===== src/design/bounded_integer_set_assert.svh =====
// Assertion macros for the bounded integer set top level.
`ifndef BOUNDED_INTEGER_SET_ASSERT_SVH
`define BOUNDED_INTEGER_SET_ASSERT_SVH

// Same-cycle implication, checked outside reset.
`define BIS_ASSERT_NOW(label, ante, cons, msg) \
    label: assert property (@(posedge i_clk) disable iff (!i_rst_n) \
        (ante) |-> (cons)) else $error(msg);

// Next-cycle implication, checked outside reset.
`define BIS_ASSERT_NEXT(label, ante, cons, msg) \
    label: assert property (@(posedge i_clk) disable iff (!i_rst_n) \
        (ante) |=> (cons)) else $error(msg);

`endif


===== src/design/bis_pkg.sv =====
// Package with the types and constants of the bounded integer set.
package bis_pkg;

    localparam int CAPACITY   = 16;
    localparam int CNT_W      = $clog2(CAPACITY + 1);
    localparam int COUNT_W    = 5;
    localparam int WORD_W     = 32;
    localparam int CFG_ADDR_W = 3;

    typedef logic signed [WORD_W-1:0] t_word;

    localparam t_word MIN_SEED = {1'b0, {(WORD_W-1){1'b1}}};
    localparam t_word MAX_SEED = {1'b1, {(WORD_W-1){1'b0}}};

    localparam logic REQ_ADD = 1'b0;
    localparam logic REQ_DEL = 1'b1;

    // Register index, taken from the word address bit of paddr.
    localparam logic CFG_IDX_LOW  = 1'b0;
    localparam logic CFG_IDX_HIGH = 1'b1;

    typedef enum logic [2:0] {
        ST_ADDED   = 3'd0,
        ST_PRESENT = 3'd1,
        ST_REMOVED = 3'd2,
        ST_ABSENT  = 3'd3,
        ST_RANGE   = 3'd4,
        ST_FULL    = 3'd5
    } t_status;

    typedef enum logic [1:0] {
        S_IDLE,
        S_UPDATE,
        S_SCAN,
        S_EMIT
    } t_state;

    typedef struct packed {
        logic  req_type;
        t_word value;
    } t_in_word;

    typedef struct packed {
        t_status            status;
        logic [COUNT_W-1:0] count;
        logic               is_empty;
        t_word              min_value;
        t_word              max_value;
    } t_out_word;

    typedef struct packed {
        logic add_en;
        logic del_en;
    } t_cell_ctl;

endpackage


===== src/design/bis_cell.sv =====
// One storage cell of the set row: member slot, key match and min/max scan stage.
module bis_cell import bis_pkg::*; (
    input  logic      i_clk,
    input  logic      i_rst_n,
    input  t_word     i_key,
    input  t_cell_ctl i_ctl,
    input  logic      i_prev_valid,
    input  logic      i_prev_seen,
    input  t_word     i_next_value,
    input  logic      i_next_valid,
    input  t_word     i_min,
    input  t_word     i_max,
    output t_word     o_value,
    output logic      o_valid,
    output logic      o_seen,
    output t_word     o_min,
    output t_word     o_max
);

    t_word r_value;
    t_word n_value;
    logic  r_valid;
    logic  n_valid;
    t_word r_min;
    t_word n_min;
    t_word r_max;
    t_word n_max;
    logic  hit;
    logic  load;
    logic  shift;

    // A hit here or in any earlier cell marks this cell for the delete shift.
    assign hit    = r_valid && (r_value == i_key);
    assign o_seen = i_prev_seen | hit;
    // The first empty cell takes a new member.
    assign load   = i_ctl.add_en && !r_valid && i_prev_valid;
    assign shift  = i_ctl.del_en && o_seen;

    always_comb begin
        n_value = r_value;
        n_valid = r_valid;
        if (shift) begin
            n_value = i_next_value;
            n_valid = i_next_valid;
        end else if (load) begin
            n_value = i_key;
            n_valid = 1'b1;
        end
    end

    always_comb begin
        n_min = i_min;
        n_max = i_max;
        if (r_valid && (r_value < i_min)) begin
            n_min = r_value;
        end
        if (r_valid && (r_value > i_max)) begin
            n_max = r_value;
        end
    end

    always_ff @(posedge i_clk) begin
        if (!i_rst_n) begin
            r_valid <= 1'b0;
        end else begin
            r_valid <= n_valid;
        end
    end

    always_ff @(posedge i_clk) begin
        r_value <= n_value;
        r_min   <= n_min;
        r_max   <= n_max;
    end

    assign o_value = r_value;
    assign o_valid = r_valid;
    assign o_min   = r_min;
    assign o_max   = r_max;

endmodule


===== src/design/bis_cfg.sv =====
// Range registers of the bounded integer set behind an APB-style port.
module bis_cfg import bis_pkg::*; (
    input  logic                  i_clk,
    input  logic                  i_rst_n,
    input  logic                  psel,
    input  logic                  penable,
    input  logic                  pwrite,
    input  logic [CFG_ADDR_W-1:0] paddr,
    input  logic [WORD_W-1:0]     pwdata,
    output logic [WORD_W-1:0]     prdata,
    output logic                  pready,
    output t_word                 o_range_low,
    output t_word                 o_range_high
);

    t_word r_range_low;
    t_word n_range_low;
    t_word r_range_high;
    t_word n_range_high;
    logic  wr_en;
    logic  idx;

    assign pready = 1'b1;
    assign wr_en  = psel && penable && pwrite && pready;
    assign idx    = paddr[CFG_ADDR_W-1];

    always_comb begin
        n_range_low  = r_range_low;
        n_range_high = r_range_high;
        if (wr_en) begin
            unique case (idx)
                CFG_IDX_LOW:  n_range_low  = t_word'(pwdata);
                CFG_IDX_HIGH: n_range_high = t_word'(pwdata);
                default: ;
            endcase
        end
    end

    always_comb begin
        unique case (idx)
            CFG_IDX_LOW:  prdata = r_range_low;
            CFG_IDX_HIGH: prdata = r_range_high;
            default:      prdata = '0;
        endcase
    end

    always_ff @(posedge i_clk) begin
        if (!i_rst_n) begin
            r_range_low  <= '0;
            r_range_high <= '0;
        end else begin
            r_range_low  <= n_range_low;
            r_range_high <= n_range_high;
        end
    end

    assign o_range_low  = r_range_low;
    assign o_range_high = r_range_high;

endmodule


===== src/design/bounded_integer_set.sv =====
// Top level of the bounded integer set: cell row, request sequencer and output register.
// Usage: a request word (req_type, value) enters on the input channel when
// i_in_valid and o_in_ready are both high. req_type REQ_ADD inserts the value,
// REQ_DEL removes it; values outside [range_low, range_high] are refused.
// Each request yields exactly one result word (status, count, is_empty,
// min_value, max_value) on the output channel, taken when o_out_valid and
// i_out_ready are both high. The range registers sit behind the APB-style
// port. They are to be written only while the block is idle; the user must
// ensure this, as the block itself does not enforce it. After acceptance the
// sequencer runs an update state, then a scan state in which the running
// minimum and maximum walk down the row of cells, then an emit state that
// loads the output register. The sequencer takes no new request before the
// previous one has reached the output register; it accepts only in idle.
// A new request is accepted while a previous result still waits in the
// output register; if the receiver stalls, the next result waits in the
// sequencer until the output register is free.
// Reset empties the set, clears both range registers to zero and leaves
// the output channel with no word pending.
module bounded_integer_set import bis_pkg::*; (
    input  logic                  i_clk,
    input  logic                  i_rst_n,
    input  logic                  i_in_valid,
    output logic                  o_in_ready,
    input  t_in_word              i_in_word,
    output logic                  o_out_valid,
    input  logic                  i_out_ready,
    output t_out_word             o_out_word,
    input  logic                  psel,
    input  logic                  penable,
    input  logic                  pwrite,
    input  logic [CFG_ADDR_W-1:0] paddr,
    input  logic [WORD_W-1:0]     pwdata,
    output logic [WORD_W-1:0]     prdata,
    output logic                  pready
);

`include "bounded_integer_set_assert.svh"

    // Configuration registers.
    t_word range_low;
    t_word range_high;

    bis_cfg u_cfg (
        .i_clk        (i_clk),
        .i_rst_n      (i_rst_n),
        .psel         (psel),
        .penable      (penable),
        .pwrite       (pwrite),
        .paddr        (paddr),
        .pwdata       (pwdata),
        .prdata       (prdata),
        .pready       (pready),
        .o_range_low  (range_low),
        .o_range_high (range_high)
    );

    // Sequencer state and the request held during its processing.
    t_state             r_state;
    t_state             n_state;
    logic               r_req;
    t_word              r_key;
    t_status            r_status;
    t_status            n_status;
    logic [CNT_W-1:0]   r_count;
    logic [CNT_W-1:0]   n_count;
    logic [CNT_W-1:0]   r_scan_cnt;
    logic [CNT_W-1:0]   n_scan_cnt;
    logic               r_out_valid;
    t_out_word          r_out_word;

    logic               accept;
    logic               in_update;
    logic               scan_last;
    logic               out_load;
    logic               in_range;
    logic               hit_any;
    logic               full;
    t_cell_ctl          cell_ctl;
    t_out_word          result;

    // Cell row wiring: apart from the shared key and control, each cell sees its neighbors only.
    t_word              row_value [CAPACITY];
    logic [CAPACITY-1:0] row_valid;
    logic [CAPACITY-1:0] row_seen;
    t_word              row_min   [CAPACITY];
    t_word              row_max   [CAPACITY];

    for (genvar g = 0; g < CAPACITY; g++) begin : g_cell
        logic  prev_valid;
        logic  prev_seen;
        t_word prev_min;
        t_word prev_max;
        t_word next_value;
        logic  next_valid;

        // The head of the row starts the scan from neutral extremes and sits
        // behind an always-occupied position; the tail pulls in an empty slot.
        if (g == 0) begin : g_head
            assign prev_valid = 1'b1;
            assign prev_seen  = 1'b0;
            assign prev_min   = MIN_SEED;
            assign prev_max   = MAX_SEED;
        end else begin : g_body
            assign prev_valid = row_valid[g-1];
            assign prev_seen  = row_seen[g-1];
            assign prev_min   = row_min[g-1];
            assign prev_max   = row_max[g-1];
        end

        if (g == CAPACITY - 1) begin : g_tail
            assign next_value = '0;
            assign next_valid = 1'b0;
        end else begin : g_inner
            assign next_value = row_value[g+1];
            assign next_valid = row_valid[g+1];
        end

        bis_cell u_cell (
            .i_clk        (i_clk),
            .i_rst_n      (i_rst_n),
            .i_key        (r_key),
            .i_ctl        (cell_ctl),
            .i_prev_valid (prev_valid),
            .i_prev_seen  (prev_seen),
            .i_next_value (next_value),
            .i_next_valid (next_valid),
            .i_min        (prev_min),
            .i_max        (prev_max),
            .o_value      (row_value[g]),
            .o_valid      (row_valid[g]),
            .o_seen       (row_seen[g]),
            .o_min        (row_min[g]),
            .o_max        (row_max[g])
        );
    end

    // The last cell's seen flag tells whether any stored member matches.
    assign hit_any  = row_seen[CAPACITY-1];
    assign full     = (r_count == CNT_W'(CAPACITY));
    assign in_range = !(r_key < range_low) && !(r_key > range_high);

    // Next-state logic of the sequencer.
    always_comb begin
        n_state = r_state;
        unique case (r_state)
            S_IDLE:   if (accept)    n_state = S_UPDATE;
            S_UPDATE:                n_state = S_SCAN;
            S_SCAN:   if (scan_last) n_state = S_EMIT;
            S_EMIT:   if (out_load)  n_state = S_IDLE;
            default:                 n_state = S_IDLE;
        endcase
    end

    // Output decode of the sequencer.
    always_comb begin
        o_in_ready = (r_state == S_IDLE);
        in_update  = (r_state == S_UPDATE);
        scan_last  = (r_state == S_SCAN) && (r_scan_cnt == CNT_W'(CAPACITY - 1));
        out_load   = (r_state == S_EMIT) && (!r_out_valid || i_out_ready);
    end

    assign accept = i_in_valid && o_in_ready;

    // The set update happens only in the update state.
    always_comb begin
        cell_ctl.add_en = in_update && in_range && (r_req == REQ_ADD) && !hit_any && !full;
        cell_ctl.del_en = in_update && in_range && (r_req == REQ_DEL);
    end

    always_comb begin
        n_status = r_status;
        n_count  = r_count;
        if (in_update) begin
            if (!in_range) begin
                n_status = ST_RANGE;
            end else if (r_req == REQ_ADD) begin
                if (hit_any) begin
                    n_status = ST_PRESENT;
                end else if (full) begin
                    n_status = ST_FULL;
                end else begin
                    n_status = ST_ADDED;
                    n_count  = r_count + CNT_W'(1);
                end
            end else begin
                if (hit_any) begin
                    n_status = ST_REMOVED;
                    n_count  = r_count - CNT_W'(1);
                end else begin
                    n_status = ST_ABSENT;
                end
            end
        end
    end

    always_comb begin
        n_scan_cnt = '0;
        if (r_state == S_SCAN) begin
            n_scan_cnt = r_scan_cnt + CNT_W'(1);
        end
    end

    // An empty set reports range_low for both extremes.
    always_comb begin
        result.status    = r_status;
        result.count     = COUNT_W'(r_count);
        result.is_empty  = (r_count == '0);
        result.min_value = result.is_empty ? range_low : row_min[CAPACITY-1];
        result.max_value = result.is_empty ? range_low : row_max[CAPACITY-1];
    end

    always_ff @(posedge i_clk) begin
        if (!i_rst_n) begin
            r_state     <= S_IDLE;
            r_count     <= '0;
            r_scan_cnt  <= '0;
            r_out_valid <= 1'b0;
        end else begin
            r_state    <= n_state;
            r_count    <= n_count;
            r_scan_cnt <= n_scan_cnt;
            if (out_load) begin
                r_out_valid <= 1'b1;
            end else if (i_out_ready) begin
                r_out_valid <= 1'b0;
            end
        end
    end

    always_ff @(posedge i_clk) begin
        if (accept) begin
            r_req <= i_in_word.req_type;
            r_key <= i_in_word.value;
        end
        r_status <= n_status;
        if (out_load) begin
            r_out_word <= result;
        end
    end

    assign o_out_valid = r_out_valid;
    assign o_out_word  = r_out_word;

    // The member count never exceeds the number of cells.
    `BIS_ASSERT_NOW(a_count_bound, 1'b1, r_count <= CNT_W'(CAPACITY), "member count above capacity")
    // Outside the update state, the occupied cells agree with the member count.
    `BIS_ASSERT_NOW(a_row_count, r_state != S_UPDATE, $countones(row_valid) == r_count,
        "occupied cells disagree with member count")
    // An add grows the set by exactly one member.
    `BIS_ASSERT_NEXT(a_add_grows, cell_ctl.add_en, r_count == $past(r_count) + CNT_W'(1),
        "add did not grow the set by one")
    // An accepted request always goes straight to the update cycle.
    `BIS_ASSERT_NEXT(a_accept_update, accept, r_state == S_UPDATE,
        "accepted request skipped the update cycle")

endmodule


===== config.mk =====
export PLATFORM = sky130hd
export DESIGN_NAME = bounded_integer_set
export DESIGN_NICKNAME = d
export VERILOG_FILES = /design/src/design/bis_pkg.sv /design/src/design/bis_cell.sv /design/src/design/bis_cfg.sv /design/src/design/bounded_integer_set.sv
export VERILOG_INCLUDE_DIRS = /design/src /design/src/design
export SDC_FILE = /design/constraint.sdc
export NUM_CORES = 2
export LEC_CHECK = 0
export BUFFER_PORTS_ARGS = -buffer_cell sky130_fd_sc_hd__buf_4
export CAP_MARGIN = 30
export CORE_ASPECT_RATIO = 1.5
export CORE_UTILIZATION = 45
export CTS_CLUSTER_DIAMETER = 40
export DETAILED_ROUTE_END_ITERATION = 6
export GPL_TIMING_DRIVEN = 0
export PLACE_DENSITY = 0.59
export SLEW_MARGIN = 20
export SYNTH_ARGS = -nofsm -noshare
export SYNTH_HDL_FRONTEND = slang
export SYNTH_SLANG_ARGS = --single-unit
export TNS_END_PERCENT = 30

===== constraint.sdc =====
create_clock -name i_clk -period 8.3 [get_ports i_clk]
set_input_delay 0.83 -clock i_clk [delete_from_list [all_inputs] [get_ports i_clk]]
set_output_delay 0.83 -clock i_clk [all_outputs]
set_load 0.02 [all_outputs]

### After elaboration in Yosys (flattened, before gate mapping)

Cells that the tools add are included.

| word-level totals | value |
|---|---|
| flip-flop bits (word level) | 1738 |
| output and inout bits | 108 |
| word-level logic and storage cells | 419 |

| operators by class | value |
|---|---|
| add/sub/neg operators | 3 |
| $lt $le $gt $ge | 34 |
| equality and inequality tests | 27 |
| multiplexer cells | 107 |
| bitwise gates (word level) | 18 |
| reductions and logical operators | 152 |

Operator list:

| operator | number |
|---|---|
| two-way mux 32 bit | 62 |
| == test 32 bit | 16 |
| greater-than comparator 32 bit | 16 |
| less-than comparator 32 bit | 16 |
| logical AND 1 bit | 106 |
| case mux 32 bit (2 select lines) | 1 |
| two-way mux 1 bit | 33 |
| greater-than comparator 32 bit (second input constant) | 1 |
| less-than comparator 32 bit (second input constant) | 1 |
| nonzero test 2 bit | 16 |
| logical NOT 1 bit | 21 |
| two-way mux 5 bit | 4 |
| OR 1 bit | 15 |
| adder 5 x 1 -> 5 bit (second input constant) | 2 |
| two-way mux 3 bit | 3 |
| != test 2 bit (second input constant) | 4 |
| case mux 2 bit (4 select lines) | 1 |
| two-way mux 2 bit | 3 |
| AND reduction 2 bit | 3 |
| == test 5 x 4 -> 1 bit (second input constant) | 1 |
| == test 5 bit (second input constant) | 1 |
| logical NOT 5 bit | 1 |
| AND reduction 5 bit | 1 |
| subtractor 5 x 1 -> 5 bit (second input constant) | 1 |
| other kinds (8) | 12 |

### Depth between registers and ports, before layout

| logic depth | value |
|---|---|
| depth after elaboration | 24 |
| depth in mapped cells | 17 |
| depth with buffers taken out | 11 |

### Cells and area by module

From an unflattened synthesis, not the netlist that was laid out.

| unflattened totals | value |
|---|---|
| cells, all modules | 11890 |
| area total of the unflattened synthesis | 113527.6 um^2 |

Modules (own cells, without submodules):

| module | times used | cells each | area each (um^2) |
|---|---|---|---|
| bis_cell at g_cell[0].u_cell ... | 15 | 671 | 6433.7 |
| bis_cell at g_cell[14].u_cell | 1 | 943 | 7883.8 |
| bounded_integer_set | 1 | 600 | 6328.6 |
| bis_cfg | 1 | 282 | 2810.2 |

### Worst setup path before layout

OpenSTA, ideal clock, no wires.

| timing path | value |
|---|---|
| path type | reg2reg |
| start | register r_key[0] |
| end | register g_cell[9].u_cell.r_value[0] (enable) |
| data arrival time | 5.343 ns |
| required time | 7.830 ns |
| path slack | 2.487 ns |
| cell stages (with the launch flop) | 16 |
| buffers on the path | 5 |
| period minus slack after synthesis | 5.813 ns |
| path through | edfxtp_1 -> buf_2 -> buf_4 -> buf_2 -> inv_1 -> ha_1 -> nand2b_1 -> a21oi_1 -> nor4_1 -> o21ai_0 -> a211o_1 -> a2111o_1 -> or3_1 -> buf_2 -> buf_2 -> o31ai_1 |

| between the ends | value |
|---|---|
| cells in the longest elaborated chain, start to end | 23 |
| elaborated cells on any way between the ends | 62 |
| classes of those cells | order compare: 2; eq/ne: 16; bitwise: 15; reduce/logical: 29 |

Ends and longest elaborated chain:

| what | line | RTL |
|---|---|---|
| start, declared | bounded_integer_set.sv:61 | `t_word r_key;` |
| start signal, assigned | bounded_integer_set.sv:233 | `r_key <= i_in_word.value;` |
| == test 32 bit | bis_cell.sv:33 | `assign hit = r_valid && (r_value == i_key);` |
| logical AND 1 bit | bis_cell.sv:33 |  |
| OR 1 bit (15 in series) | bis_cell.sv:34 | `assign o_seen = i_prev_seen \| hit;` |
| logical NOT 1 bit | bounded_integer_set.sv:166 | `cell_ctl.add_en = in_update && in_range && (r_req == REQ_ADD) && !hit_any && !full;` |
| logical AND 1 bit (2 in series) | bounded_integer_set.sv:166 |  |
| logical AND 1 bit (2 in series) | bis_cell.sv:36 | `assign load = i_ctl.add_en && !r_valid && i_prev_valid;` |
| nonzero test 2 bit (no source line) * | - |  |
| end signal, assigned | bis_cell.sv:71 | `r_value <= n_value;` |
| end, declared | bis_cell.sv:20 | `t_word r_value;` |

Every way passes the cells marked *; elsewhere a longest branch is shown, timed or not.
A chain may end at the register's enable or synchronous reset.

### Worst setup path in the final report

| timing path | value |
|---|---|
| start | register r_key[21] |
| end | register g_cell[8].u_cell.r_value[10] (enable) |

| between the ends | value |
|---|---|
| cells in the longest elaborated chain, start to end | 23 |
| elaborated cells on any way between the ends | 62 |
| classes of those cells | order compare: 2; eq/ne: 16; bitwise: 15; reduce/logical: 29 |

Ends and longest elaborated chain:

| what | line |
|---|---|
| == test 32 bit | bis_cell.sv:33 |
| logical AND 1 bit | bis_cell.sv:33 |
| OR 1 bit (15 in series) | bis_cell.sv:34 |
| logical NOT 1 bit | bounded_integer_set.sv:166 |
| logical AND 1 bit (2 in series) | bounded_integer_set.sv:166 |
| logical AND 1 bit (2 in series) | bis_cell.sv:36 |
| nonzero test 2 bit (no source line) * | - |
| end signal, assigned | bis_cell.sv:71 |
| end, declared | bis_cell.sv:20 |

Marked as above.

==> summary.md <==
| Metric | Value |
|---|---|
| Outcome | `finished clean` |
| Die width | `381 microns` |
| Layout cells sized above 1 | `~22%` |
| Clock Path Buffers | `4` |
| Cts hold-fix bufs | `0` |
| First-pass DRT Iterations | `7` |
| EDFF count, synth | `589` |
| Via count | `78400` |
| Total CTS buffers | `approximately 230` |
| Area contributors post-synth | `dfxtp_1 (24%), edfxtp_1 (18%), mux2_2 (14%)` |
| Clock skew | `about 0.067 ns` |
| Seq/Total Area, Yosys | `a little over two fifths` |
| Fin area | `111000 sq um` |
| Antenna viol nets, final | `0` |
| Fill cell count | `about 19000` |
| Leakage power | `approximately 0.048 uW` |
| GRT Overall Usage | `42.6%` |
| Non-filler cells, final | `around 13000` |
| Net Count, Synth | `roughly 10000` |
| Slew headroom | `between 20% and 30%` |
| Die height | `570 microns` |
| Worst-path clk slew | `0.06 ns` |
| Ports | `between 150 and 200` |
| Core Util, Final | `between 50% and 60%` |
| CTS tree | `done` |
| Worst setup EP type | `register` |
| Ys flop type | `dfxtp_1` |
| Pwr dens | `about 230 nW/um^2` |
| IO buf count | `178` |
| Multi-input logic area | `50400 sq um` |
| NumNets Final | `roughly 11000` |
| Placed Cells incl. Taps | `approximately 12000` |
| Yosys reg bits | `approximately 1700` |
| First-pass GRT wire length | `between 600000 and 700000 microns` |
| Largest net degree at the start of global routing | `33` |
| Tcrit/Tclk final | `87.7%` |
| TritonCTS Sinks | `around 1700` |
| Min Tclk post-route | `7.28 ns` |
| Core area | `214000 sq um` |
| Worst slack, placed | `approximately 1.4 ns` |
| Maxcap violations | `0` |
| Num rows | `~210` |
| Cells after Synth | `about 9200` |
| Root buffer cell | `clkbuf_16` |
| Register area | `~40000 sq um` |
| Initial antenna violation count | `between 70 and 80` |
| Worst-Skew Late Latency | `0.94 ns` |
| Max Freq | `approximately 140 MHz` |
| Hold Vio Cnt, Final | `0` |
| Worst path arrival time | `just under 8 ns` |
| Share of the synthesized area in the top cell type | `a little under a quarter` |
| Vias in the first global route | `between 70000 and 80000` |
| CP Data Required Time | `just under 9 ns` |
| Netlist cell types | `slightly below 90` |
| VDD IR max | `0.000217 V` |
| Hold Crit Class | `primary input to register` |
| # DRC | `0` |
| Final setup vio count | `0` |
| R2r worst-path depth | `13` |
| Crit path kind | `register to register` |
| DP Area | `roughly 100000 sq um` |
| Dpl hpwl | `~360000 microns` |
| Synth area leader | `dfxtp_1` |
| DRT iter0 DRCs | `around 7800` |
| Mean routed wirelength per cell | `37.2 microns` |
| Warnings from Yosys | `0` |
| Final wirelength | `between 400000 and 500000 microns` |
| Crit start category | `register` |
| Final WS setup | `roughly 1 ns` |
| Hold_ws | `0.105 ns` |
| Share of flip-flops with an asynchronous set or reset | `0%` |
| Syn Std Cell Area | `roughly 97000 sq um` |
| Die Area | `217000 sq um` |
| Vias per cell | `between 6 and 7` |
| Worst-path maximum fanout | `32` |
| Resize count post-CTS | `0` |
| Final RePlAce weighted congestion | `1.04` |
| Synthesized area per cell | `~11 sq um` |
| Overflow after GRT | `0` |
| RSZ-0062 raised after global routing | `no` |
| CTS H-tree lvls | `4` |
| Initial Util | `a little under half` |
| Post-CTS setup buffer count | `0` |
| Final Max Slew Viols | `0` |
| Least-Margin Pin Slew | `~1.1 ns` |
| WHS Path Cells | `1` |
| Synth-to-layout area growth | `14.7%` |
## final timing paths
check | startpoint | endpoint | slack (ns)
max reg2reg | r_key[21]$_DFFE_PP_ | g_cell[8].u_cell.o_value[10]$_DFFE_PP_ | 1.02
max | r_key[21]$_DFFE_PP_ | g_cell[8].u_cell.o_value[10]$_DFFE_PP_ | 1.02
min | i_in_word[12] | r_key[12]$_DFFE_PP_ | 0.11
min reg2reg | r_status[2]$_SDFFCE_PN1N_ | o_out_word[72]$_DFFE_PP_ | 0.42
## synth_stat cells (59+ instances only)
library cell	count
a21o_1	270
a21oi_1	300
buf_2	123
clkbuf_1	178
dfxtp_1	1149
edfxtp_1	589
ha_1	1017
inv_1	1078
mux2_1	81
mux2_2	1242
nand2_1	612
nand2b_1	73
nand3_1	148
nand4_1	345
nor2_1	200
nor2b_1	70
nor3_1	59
nor4_1	183
o21ai_0	249
xnor2_1	247
xor2_1	268
## registers in the layout, indices dropped and copies added, names as in the netlist
signal and cells:
o_out_word 73, u_cfg.o_range_low 32, o_out_valid 1, g_cell.u_cell.o_valid 16, r_scan_cnt 5, u_cfg.o_range_high 32
g_cell.u_cell.o_min 512, r_state 2, r_req 1, r_count 5, g_cell.u_cell.o_max 512, r_status 3
g_cell.u_cell.o_value 512, r_key 32
## critical path, cell delays in order (launching register included)
cell,delay [ns]
edfxtp_1,0.52
buf_2,0.62
buf_4,0.68
buf_2,0.87
xnor2_1,0.24
nand4_1,0.15
nor4_1,0.05
nand3_1,0.35
nand4_1,0.49
a2111o_1,0.54
nor3_4,0.75
clkbuf_2,0.41
buf_16,0.22
a31o_2,0.83
## metal layers
metal  vias to the layer above  routed length, microns  GRT usage [%]
met5                         -                     124              0
met4                        20                   59800           46.0
met3                      1967                   35800           10.3
met2                      4534                  222000           70.2
met1                     38200                  156000           42.2
li1                      33600                       -              -
## layout by cell type (no fill, tap or decap), types with 32 or more instances in the layout
| master | n |
|---|---|
| a211oi_1 | 41 |
| o21ai_0 | 246 |
| clkbuf_2 | 32 |
| nor2_1 | 200 |
| diode_2 | 74 |
| xor2_1 | 268 |
| inv_1 | 1076 |
| mux2i_1 | 49 |
| mux2_1 | 81 |
| nand4_1 | 345 |
| mux2_4 | 35 |
| clkbuf_16 | 243 |
| edfxtp_1 | 589 |
| a31oi_1 | 49 |
| inv_6 | 32 |
| dfxtp_1 | 1149 |
| o21a_1 | 41 |
| xnor2_1 | 247 |
| ha_1 | 1017 |
| mux2_2 | 1242 |
| nand3_1 | 148 |
| clkbuf_1 | 167 |
| nor2b_1 | 69 |
| nand2_1 | 612 |
| a21oi_1 | 300 |
| buf_4 | 228 |
| nor4_1 | 183 |
| nand2b_1 | 73 |
| a21o_1 | 269 |
| o211ai_1 | 33 |
| and2_1 | 42 |
| nor3_1 | 59 |
| buf_2 | 126 |
## cell families (layout without fill, tap and decap cells)
group | Yosys count | in the layout | synth area share [%]
DFF | 1738 | 1738 | 42.0
other | 1 | 75 | 0.00387
xor gates and xnor gates | 515 | 515 | 4.66
buffers and inverters | 1463 | 2121 | 6.07
adders and majority gates | 1018 | 1018 | 13.2
AOI/OAI and AO/OA | 1150 | 1150 | 7.69
muxes | 1407 | 1407 | 16.4
and+or+nand+nor | 1874 | 1874 | 9.98
## through the flow
stage	TNS [ns]	power (uW)
2_1_floorplan	0	12400
3_3_place_gp	-580.75	15000
3_5_place_dp	0	15200
4_1_cts	0	25400
5_1_grt	0	26100
6_report	0	25600
## final cells by class
class / instances / share of cell area, %
Sequential cell: 1738 / 36.6
Inverter: 1080 / 3.65
Multi-Input combinational cell: 5965 / 45.4
Buffer: 383 / 1.69
Clock inverter: 141 / 1.31
Timing Repair Buffer: 236 / 2.24
Tap cell: 2835 / 3.19
Antenna cell: 74 / 0.167
Clock buffer: 281 / 5.75
## where the power goes
group          internal (uW)  switching [uW]  leakage (uW)  total (uW)
registers               9430             517        0.0146        9950
logic                   1750            3690        0.0297        5440
clock network           5910            4310       0.00383       10200
No activity file was read; power rests on OpenSTA's default activity.
